## src/design/assert_macros.svh

```systemverilog
// assertion macros shared by the deque rtl
// no dependencies; the SYNTH build gets empty bodies
`ifndef ASSERT_MACROS_SVH
`define ASSERT_MACROS_SVH

`ifndef SYNTH
// same-cycle implication, disabled while reset is low
`define DEQ_ASSERT_IMP(lbl, clk, rstn, ante, cons) \
  lbl: assert property (@(posedge clk) disable iff (!rstn) (ante) |-> (cons)) \
    else $error("assertion %m failed");
// next-cycle implication, disabled while reset is low
`define DEQ_ASSERT_NXT(lbl, clk, rstn, ante, cons) \
  lbl: assert property (@(posedge clk) disable iff (!rstn) (ante) |=> (cons)) \
    else $error("assertion %m failed");
`else
`define DEQ_ASSERT_IMP(lbl, clk, rstn, ante, cons)
`define DEQ_ASSERT_NXT(lbl, clk, rstn, ante, cons)
`endif

`endif

```

## src/design/deq_pkg.sv

```systemverilog
// shared types and constants for the double-ended queue
// no dependencies
package deq_pkg;

  localparam int DEPTH       = 32;
  localparam int MAX_RESULTS = 32;
  localparam int IDX_W       = $clog2(DEPTH);
  localparam int CNT_W       = $clog2(DEPTH + 1);

  localparam int CMD_W    = 3;
  localparam int VAL_W    = 32;
  localparam int STATUS_W = 2;

  // stream payload widths; the tdata widths are padded to whole bytes
  localparam int IN_TDATA_W  = ((CMD_W + VAL_W + 7) / 8) * 8;
  localparam int OUT_TDATA_W = ((VAL_W + 1 + 7) / 8) * 8;
  localparam int OUT_TUSER_W = 1 + STATUS_W;

  typedef enum logic [CMD_W-1:0] {
    CMD_PUSH_FRONT = 3'd0,
    CMD_PUSH_REAR  = 3'd1,
    CMD_POP_FRONT  = 3'd2,
    CMD_POP_REAR   = 3'd3,
    CMD_DUMP       = 3'd4
  } cmd_t;

  typedef enum logic [STATUS_W-1:0] {
    STS_OK        = 2'd0,
    STS_UNDERFLOW = 2'd1,
    STS_OVERFLOW  = 2'd2
  } status_t;

  typedef enum logic {
    S_IDLE,
    S_DUMP
  } state_t;

  // controller to datapath
  typedef struct packed {
    logic exec;        // run the accepted push, pop or empty dump
    logic dump_start;  // latch dump length, read the front slot
    logic dump_load;   // move the read word into the output register
    logic dump_next;   // step to the next slot and read it
  } deq_ctrl_t;

  // datapath to controller
  typedef struct packed {
    logic is_dump;     // incoming command decodes as a dump
    logic count_zero;
    logic out_free;    // output register can take an item this cycle
    logic elem_last;   // word in flight is the last one of the dump
  } deq_stat_t;

endpackage

```

## src/design/deq_ram.sv

```systemverilog
// generic single-port-write, single-port-read ram with registered read
// no dependencies
module deq_ram #(
  parameter int WIDTH = 32,
  parameter int DEPTH = 32,
  parameter int AW    = $clog2(DEPTH)
) (
  input  logic             clk,
  input  logic             wr_en,
  input  logic [AW-1:0]    wr_addr,
  input  logic [WIDTH-1:0] wr_data,
  input  logic             rd_en,
  input  logic [AW-1:0]    rd_addr,
  output logic [WIDTH-1:0] rd_data
);

  logic [WIDTH-1:0] mem_r [DEPTH];
  logic [WIDTH-1:0] rd_data_r;

  always_ff @(posedge clk) begin
    if (wr_en) begin
      mem_r[wr_addr] <= wr_data;
    end
    if (rd_en) begin
      rd_data_r <= mem_r[rd_addr];
    end
  end

  assign rd_data = rd_data_r;

endmodule

```

## src/design/deq_datapath.sv

```systemverilog
// deque datapath: head and count registers, slot ram, dump index, output register
// depends on deq_pkg, deq_ram and assert_macros.svh
`include "assert_macros.svh"

module deq_datapath (
  input  logic                                clk,
  input  logic                                rst_n,
  input  logic [deq_pkg::IN_TDATA_W-1:0]      in_tdata,
  input  deq_pkg::deq_ctrl_t                  ctrl,
  output deq_pkg::deq_stat_t                  stat,
  output logic                                out_tvalid,
  input  logic                                out_tready,
  output logic [deq_pkg::OUT_TDATA_W-1:0]     out_tdata,
  output logic [deq_pkg::OUT_TUSER_W-1:0]     out_tuser,
  output logic                                out_tlast
);

  import deq_pkg::*;

  function automatic logic [IDX_W-1:0] wrap_idx(input logic [IDX_W:0] s);
    logic [IDX_W:0] t;
    t = (s >= (IDX_W+1)'(DEPTH)) ? s - (IDX_W+1)'(DEPTH) : s;
    return t[IDX_W-1:0];
  endfunction

  logic [CMD_W-1:0]        cmd;
  logic signed [VAL_W-1:0] push_value;

  logic [IDX_W-1:0] head_r, head_nxt;
  logic [CNT_W-1:0] count_r, count_nxt;
  logic [CNT_W-1:0] n_r, n_nxt;
  logic [CNT_W-1:0] i_r, i_nxt;

  logic             full;
  logic [IDX_W-1:0] front_idx, rear_idx, head_inc, rd_addr;
  logic [IDX_W:0]   rd_off;
  logic             wr_en, rd_en;
  logic [IDX_W-1:0] wr_addr;
  logic [VAL_W-1:0] rd_data;
  status_t          exec_status;

  logic                    out_valid_r, out_valid_nxt;
  logic signed [VAL_W-1:0] out_value_r, out_value_nxt;
  logic                    out_ivalid_r, out_ivalid_nxt;
  logic                    out_last_r, out_last_nxt;
  status_t                 out_status_r, out_status_nxt;
  logic                    out_empty_r, out_empty_nxt;

  assign cmd        = in_tdata[CMD_W-1:0];
  assign push_value = in_tdata[CMD_W +: VAL_W];

  assign full      = (count_r == CNT_W'(DEPTH));
  assign front_idx = (head_r == '0) ? IDX_W'(DEPTH - 1) : head_r - 1'b1;
  assign rear_idx  = wrap_idx({1'b0, head_r} + {1'b0, count_r[IDX_W-1:0]});
  assign head_inc  = wrap_idx({1'b0, head_r} + (IDX_W+1)'(1));

  assign stat.is_dump    = !(cmd inside {CMD_PUSH_FRONT, CMD_PUSH_REAR,
                                         CMD_POP_FRONT, CMD_POP_REAR});
  assign stat.count_zero = (count_r == '0);
  assign stat.out_free   = !out_valid_r || out_tready;
  assign stat.elem_last  = (CNT_W'(i_r + 1'b1) == n_r);

  // push, pop and empty-dump execution
  always_comb begin
    head_nxt    = head_r;
    count_nxt   = count_r;
    wr_en       = 1'b0;
    wr_addr     = rear_idx;
    exec_status = STS_OK;
    if (ctrl.exec) begin
      case (cmd)
        CMD_PUSH_FRONT: begin
          if (full) begin
            exec_status = STS_OVERFLOW;
          end else begin
            head_nxt  = front_idx;
            wr_en     = 1'b1;
            wr_addr   = front_idx;
            count_nxt = count_r + 1'b1;
          end
        end
        CMD_PUSH_REAR: begin
          if (full) begin
            exec_status = STS_OVERFLOW;
          end else begin
            wr_en     = 1'b1;
            count_nxt = count_r + 1'b1;
          end
        end
        CMD_POP_FRONT: begin
          if (stat.count_zero) begin
            exec_status = STS_UNDERFLOW;
          end else begin
            head_nxt  = head_inc;
            count_nxt = count_r - 1'b1;
          end
        end
        CMD_POP_REAR: begin
          if (stat.count_zero) begin
            exec_status = STS_UNDERFLOW;
          end else begin
            count_nxt = count_r - 1'b1;
          end
        end
        default: begin
          // dump of an empty queue: one plain result
          exec_status = STS_OK;
        end
      endcase
    end
  end

  // dump walk: length capped at the result limit, one slot read per step
  always_comb begin
    n_nxt = n_r;
    i_nxt = i_r;
    if (ctrl.dump_start) begin
      n_nxt = (32'(count_r) > 32'(MAX_RESULTS)) ? CNT_W'(MAX_RESULTS) : count_r;
      i_nxt = '0;
    end else if (ctrl.dump_next) begin
      i_nxt = i_r + 1'b1;
    end
  end

  assign rd_off  = ctrl.dump_start ? '0 : (IDX_W+1)'(i_r + 1'b1);
  assign rd_addr = wrap_idx({1'b0, head_r} + rd_off);
  assign rd_en   = ctrl.dump_start || ctrl.dump_next;

  deq_ram #(
    .WIDTH (VAL_W),
    .DEPTH (DEPTH)
  ) u_slot_ram (
    .clk     (clk),
    .wr_en   (wr_en),
    .wr_addr (wr_addr),
    .wr_data (push_value),
    .rd_en   (rd_en),
    .rd_addr (rd_addr),
    .rd_data (rd_data)
  );

  // output register
  always_comb begin
    out_valid_nxt  = out_valid_r && !out_tready;
    out_value_nxt  = out_value_r;
    out_ivalid_nxt = out_ivalid_r;
    out_last_nxt   = out_last_r;
    out_status_nxt = out_status_r;
    out_empty_nxt  = out_empty_r;
    if (ctrl.exec) begin
      out_valid_nxt  = 1'b1;
      out_value_nxt  = '0;
      out_ivalid_nxt = 1'b0;
      out_last_nxt   = 1'b1;
      out_status_nxt = exec_status;
      out_empty_nxt  = (count_nxt == '0);
    end else if (ctrl.dump_load) begin
      out_valid_nxt  = 1'b1;
      out_value_nxt  = rd_data;
      out_ivalid_nxt = 1'b1;
      out_last_nxt   = stat.elem_last;
      out_status_nxt = STS_OK;
      out_empty_nxt  = stat.count_zero;
    end
  end

  always_ff @(posedge clk) begin
    if (!rst_n) begin
      head_r      <= '0;
      count_r     <= '0;
      out_valid_r <= 1'b0;
    end else begin
      head_r      <= head_nxt;
      count_r     <= count_nxt;
      out_valid_r <= out_valid_nxt;
    end
  end

  always_ff @(posedge clk) begin
    n_r          <= n_nxt;
    i_r          <= i_nxt;
    out_value_r  <= out_value_nxt;
    out_ivalid_r <= out_ivalid_nxt;
    out_last_r   <= out_last_nxt;
    out_status_r <= out_status_nxt;
    out_empty_r  <= out_empty_nxt;
  end

  assign out_tvalid = out_valid_r;
  assign out_tdata  = OUT_TDATA_W'({out_empty_r, out_value_r});
  assign out_tuser  = {out_status_r, out_ivalid_r};
  assign out_tlast  = out_last_r;

  `DEQ_ASSERT_IMP(a_count_bound, clk, rst_n, 1'b1, count_r <= CNT_W'(DEPTH))
  `DEQ_ASSERT_IMP(a_rw_exclusive, clk, rst_n, wr_en, !rd_en)
  `DEQ_ASSERT_NXT(a_push_grows, clk, rst_n, wr_en, count_r == CNT_W'($past(count_r) + 1'b1))

endmodule

```

## src/design/deq_ctrl.sv

```systemverilog
// deque controller: idle / dump state machine driving the datapath
// depends on deq_pkg and assert_macros.svh
`include "assert_macros.svh"

module deq_ctrl (
  input  logic               clk,
  input  logic               rst_n,
  input  logic               in_tvalid,
  output logic               in_tready,
  input  deq_pkg::deq_stat_t stat,
  output deq_pkg::deq_ctrl_t ctrl
);

  import deq_pkg::*;

  state_t state_r, state_nxt;

  assign in_tready = (state_r == S_IDLE) && stat.out_free;

  always_ff @(posedge clk) begin
    if (!rst_n) begin
      state_r <= S_IDLE;
    end else begin
      state_r <= state_nxt;
    end
  end

  always_comb begin
    state_nxt = state_r;
    ctrl      = '0;
    case (state_r)
      S_IDLE: begin
        if (in_tvalid && in_tready) begin
          if (stat.is_dump && !stat.count_zero) begin
            ctrl.dump_start = 1'b1;
            state_nxt       = S_DUMP;
          end else begin
            ctrl.exec = 1'b1;
          end
        end
      end
      S_DUMP: begin
        // one stored word per free output slot
        if (stat.out_free) begin
          ctrl.dump_load = 1'b1;
          if (stat.elem_last) begin
            state_nxt = S_IDLE;
          end else begin
            ctrl.dump_next = 1'b1;
          end
        end
      end
      default: begin
        state_nxt = S_IDLE;
      end
    endcase
  end

  `DEQ_ASSERT_NXT(a_dump_enter, clk, rst_n, ctrl.dump_start, state_r == S_DUMP)
  `DEQ_ASSERT_IMP(a_load_free, clk, rst_n, ctrl.exec || ctrl.dump_load, stat.out_free)
  `DEQ_ASSERT_IMP(a_dump_blocks, clk, rst_n, state_r == S_DUMP, !in_tready)

endmodule

```

## src/design/double_ended_queue.sv

```systemverilog
// double-ended queue top level: controller plus datapath
// depends on deq_pkg, deq_ctrl and deq_datapath
//
// usage:
//   in_*  channel takes one command per item: cmd selects push front, push
//         rear, pop front, pop rear or dump; push_value is stored by pushes.
//   out_* channel returns results. push, pop and an empty dump give one item
//         with tlast high; a dump of N stored words gives min(N, 32) items,
//         front to rear, tlast on the final one. codes 5 to 7 act as a dump.
//   push and pop: the result is registered and shows in the cycle after the
//   command is taken; one command per cycle while the output drains.
//   dump: the first word passes the registered slot ram read, then the output
//   register; after that one word per cycle while the output drains; input
//   is held off until the last word has entered the output register.
//   reset: empty queue, head at slot zero, no result pending; slot contents
//   are not cleared.
//   a stall on out_tready holds the output register and, through it, the
//   input side and the dump walk; nothing is lost or repeated.
module double_ended_queue (
  input  logic                            clk,
  input  logic                            rst_n,
  input  logic                            in_tvalid,
  output logic                            in_tready,
  // [2:0] cmd, [34:3] push_value, rest zero
  input  logic [deq_pkg::IN_TDATA_W-1:0]  in_tdata,
  output logic                            out_tvalid,
  input  logic                            out_tready,
  // [31:0] item_value, [32] is_empty, rest zero
  output logic [deq_pkg::OUT_TDATA_W-1:0] out_tdata,
  // [0] item_valid, [2:1] status
  output logic [deq_pkg::OUT_TUSER_W-1:0] out_tuser,
  output logic                            out_tlast
);

  import deq_pkg::*;

  deq_ctrl_t ctrl;
  deq_stat_t stat;

  deq_ctrl u_ctrl (
    .clk       (clk),
    .rst_n     (rst_n),
    .in_tvalid (in_tvalid),
    .in_tready (in_tready),
    .stat      (stat),
    .ctrl      (ctrl)
  );

  deq_datapath u_datapath (
    .clk        (clk),
    .rst_n      (rst_n),
    .in_tdata   (in_tdata),
    .ctrl       (ctrl),
    .stat       (stat),
    .out_tvalid (out_tvalid),
    .out_tready (out_tready),
    .out_tdata  (out_tdata),
    .out_tuser  (out_tuser),
    .out_tlast  (out_tlast)
  );

endmodule

```

## config.mk

```make
export PLATFORM = sky130hd
export DESIGN_NAME = double_ended_queue
export DESIGN_NICKNAME = d
export VERILOG_FILES = /design/src/design/deq_pkg.sv /design/src/design/deq_ram.sv /design/src/design/deq_datapath.sv /design/src/design/deq_ctrl.sv /design/src/design/double_ended_queue.sv
export VERILOG_INCLUDE_DIRS = /design/src /design/src/design
export SDC_FILE = /design/constraint.sdc
export NUM_CORES = 1
export LEC_CHECK = 0
export ABC_AREA = 1
export ABC_CLOCK_PERIOD_IN_PS = 4910
export BUFFER_PORTS_ARGS = -buffer_cell sky130_fd_sc_hd__buf_2
export CAP_MARGIN = 30
export CORE_ASPECT_RATIO = 1.5
export CORE_MARGIN = 3
export CORE_UTILIZATION = 50
export DETAILED_ROUTE_END_ITERATION = 16
export PLACE_DENSITY_LB_ADDON = 0.1
export RECOVER_POWER = 50
export SLEW_MARGIN = 15
export SYNTH_ARGS = -nofsm -noshare
export SYNTH_HDL_FRONTEND = slang
export SYNTH_SLANG_ARGS = --single-unit
```

## constraint.sdc

```tcl
create_clock -name clk -period 4.91 [get_ports clk]
set_input_delay 0.2455 -clock clk [delete_from_list [all_inputs] [get_ports clk]]
set_output_delay 0.2455 -clock clk [all_outputs]
set_load 0.02 [all_outputs]
```

==> out/metrics.csv <==
stage,metric,value,unit
yosys,Post-Syn Area,44900,um^2
global_routing,GRT Overall Usage,0.253,
yosys,Synth warnings,0,
yosys,Synth cell types,38,
power_and_ir_drop,Power Density,601,nW/um^2
route,Vias,29300,
power_and_ir_drop,Final Power,30.6,mW
floorplan,Initial Util,0.504,
route,Routed wire per std cell,23.9,um
yosys,asr flop ratio synth,0,
clock_tree,CTS sink cnt,1118,
yosys,"FF+latch count, synth",1118,
global_routing,first-pass GRT wire length,178000,um
yosys,post-synthesis sequential area ratio,0.736,
placed_design,GPL Wtd Cong,0.840,
placed_design,post-DP HPWL,67300,um
finish,share of cells above drive strength 1,0.0844,
global_routing,vias in the first global route,28300,
power_and_ir_drop,Clock power frac,0.269,
power_and_ir_drop,cell internal pwr,19.4,mW
finish,"commonest non-fill, non-tap cell in the layout",edfxtp_1,
power_and_ir_drop,worst vdd ir,0.543,mV
finish,most frequent cells in the layout,"1,065 x edfxtp_1, 736 x nor2_1, 527 x o21ai_0, 411 x nand2_1, 144 x nand3_1",
yosys,Syn Area/Cell,12.2,um^2
power_and_ir_drop,switch share,0.367,
route,Iteration-0 DRC Markers,2816,
floorplan,row count,134,
flow_run,MaxCap Viol Count,3,
clock_tree,CTS max path bufs,3,
timing,setup violators final,0,
setup_path,Setup Crit Path Kind,register to register,
timing,Slew @ Worst Pin,1.97,ns
timing,Final Cycle Share,0.914,
yosys,ys flop type,edfxtp_1,
timing,unrepaired setup endpoints after global routing,no,
clock_tree,Root Driver,clkbuf_16,
placed_design,# port buffers,77,
timing,count of final max-slew check failures,91,
global_routing,grt ovf,0,
global_routing,initial antenna violation count,6,
power_and_ir_drop,Logic pwr share,0.375,
finish,Area Overhead vs Synth,13.4,%
timing,Rel. slew slack,-0.316,
floorplan,total die area,93500,um^2
floorplan,Die H,373,um
finish,Reg area,33000,um^2
route,Via density,5.85,
finish,# fillers,7181,
clock_tree,total CTS buffers,103,
timing,Setup Skew,0.0265,ns
power_and_ir_drop,Reg power frac,0.356,
setup_path,CP endpoint kind,register,
run_status,status,"finished, violations left",
timing,Hold WS,0.0971,ns
setup_path,worst path required time,5.35,ns
yosys,number of synthesized flops with an enable pin,1065,
route,drt drc,0,
run_status,failing checks,"capacitance limit, slew limit",
yosys,post-synthesis cell count,3695,
timing,Highest Clock Rate,223,MHz
timing,min Tclk post-route,4.49,ns
timing,final hold viol count,0,
setup_path,Startpoint Class,register,
yosys,Yosys top cell area share,0.712,
finish,Final nets,3820,
global_routing,largest net degree at the start of global routing,161,
floorplan,Die W,251,um
clock_tree,clk slew on worst S/H paths,0.06,ns
power_and_ir_drop,Sw Pwr,11.2,mW
route,total wire length,120000,um
floorplan,CORE AREA,89000,um^2
setup_path,critical-path maximum fanout,123,
finish,fin util,0.572,
timing,Setup Total Neg Slack,0,ns
yosys,dominant cells by area after synthesis,"edfxtp_1 71%, nor2_1 6.4%, o21ai_0 5.9%, nand2_1 3.4%, dfxtp_1 2.4%",
clock_tree,"Gates resized, CTS repair",0,
clock_tree,CTS H-tree depth,3,
route,drt pass-1 iters,5,
clock_tree,Skew-Pair Late Insertion Delay,0.70,ns
route,post-route ant nets,0,
floorplan,I/O pin count,90,
min_path,Hold Path Class,input pin to register,
setup_path,Crit path arrival time,4.92,ns
clock_tree,CTS tree,built,
power_and_ir_drop,leakage,17.1,nW
finish,Multi-input gate area,10800,um^2
yosys,Yosys top cell by area,edfxtp_1,
## kinds of logic (layout without fill, tap and decap cells)
family / after synthesis / after routing / share of synthesized area
AOI/OAI and AO/OA: 871 / 871 / 0.107
xor gates and xnor gates: 16 / 16 / 0.00329
and+or+nand+nor: 1345 / 1345 / 0.118
adders and majority gates: 15 / 15 / 0.00451
buffers and inverters: 329 / 478 / 0.0309
other: 1 / 10 / 0.0000835
DFF: 1118 / 1118 / 0.736
## layer usage
layer / track usage / share of wire / vias up
li1: - / - / 13400
met1: 0.340 / 0.41 / 14700
met2: 0.433 / 0.50 / 979
met3: 0.0279 / 0.056 / 192
met4: 0.0854 / 0.026 / 2
met5: 0 / 0.00011 / -
## Yosys cell counts (6+ instances only)
cell type and number:
a21oi_1 84, buf_1 8, buf_2 62, buf_4 18, clkbuf_1 153, dfxtp_1 53
edfxtp_1 1065, ha_1 13, inv_1 80, inv_2 6, nand2_1 411, nand3_1 144
nand4_1 7, nor2_1 767, o211ai_1 128, o21ai_0 527, o21ai_1 30, o22ai_1 96
xnor2_1 6, xor2_1 9
## final cells by class
cell class | instances | area share
sequential | 1118 | 0.649
multi-input combinational | 2254 | 0.212
clock buffer | 137 | 0.0558
timing repair buffer | 197 | 0.0359
tap | 1156 | 0.0284
clock inverter | 57 | 0.0128
inverter | 87 | 0.00673
antenna | 3 | 0.000147
## final timing paths
path,to,start,depth (start not counted),slack (ns)
hold reg to reg,u_datapath.i_r[5],u_datapath.i_r[5],2,0.48
setup reg to reg,u_datapath.u_slot_ram.rd_data[17],u_datapath.count_r[1],18,0.42
hold / removal,u_datapath.out_status_r[0],in_tvalid,3,0.1
setup / recovery,u_datapath.u_slot_ram.rd_data[17],u_datapath.count_r[1],18,0.42
## worst max-delay path: stages (launching register included)
cell,delay [ns]
dfxtp_1,0.41
inv_1,0.15
ha_1,0.26
nand4_2,0.21
nand2_1,0.16
nor2_1,0.11
nor2_1,0.22
ha_4,0.17
inv_1,0.05
fa_4,0.91
buf_12,0.39
buf_4,0.37
nor2_1,0.08
o21ai_0,0.09
o211ai_1,0.14
nand3_1,0.17
nand2_1,0.07
nand2_1,0.06
o21ai_1,0.05
## stage by stage
step                area [um^2]  cells  worst slack (ns)
finish                    50900   5009             0.424
global route              50900   5008             0.109
CTS                       51000   5006             0.405
detailed placement        47500   4803             0.449
global placement          47500   4803             0.532
floorplan                 44900   3701              1.10
## power groups by stage
stage                     Combinational [mW]  Clock [mW]  Sequential (mW)
after floorplan                         7.74           0             11.1
after global placement                  11.2           0             11.1
after detailed placement                11.5           0             11.1
after CTS                               11.5        8.39             10.9
after global routing                    12.8        8.74             10.9
final                                   11.5        8.24             10.9
## what timing repair did
item	CTS	global route
setup buffers	0	0
endpoints found under the hold margin	71	0
hold buffers	9	0
## registers in the layout, indices dropped and copies added (netlist names)
register	count
u_datapath.out_tvalid	1
u_datapath.count_r	6
u_datapath.out_value_r	32
u_datapath.u_slot_ram.mem_r	1024
u_ctrl.state_r	1
u_datapath.out_tlast	1
u_datapath.i_r	6
u_datapath.out_status_r	2
u_datapath.u_slot_ram.rd_data	32
u_datapath.out_empty_r	1
u_datapath.out_ivalid_r	1
u_datapath.head_r	5
u_datapath.n_r	6
No activity file was read; power rests on OpenSTA's default activity.
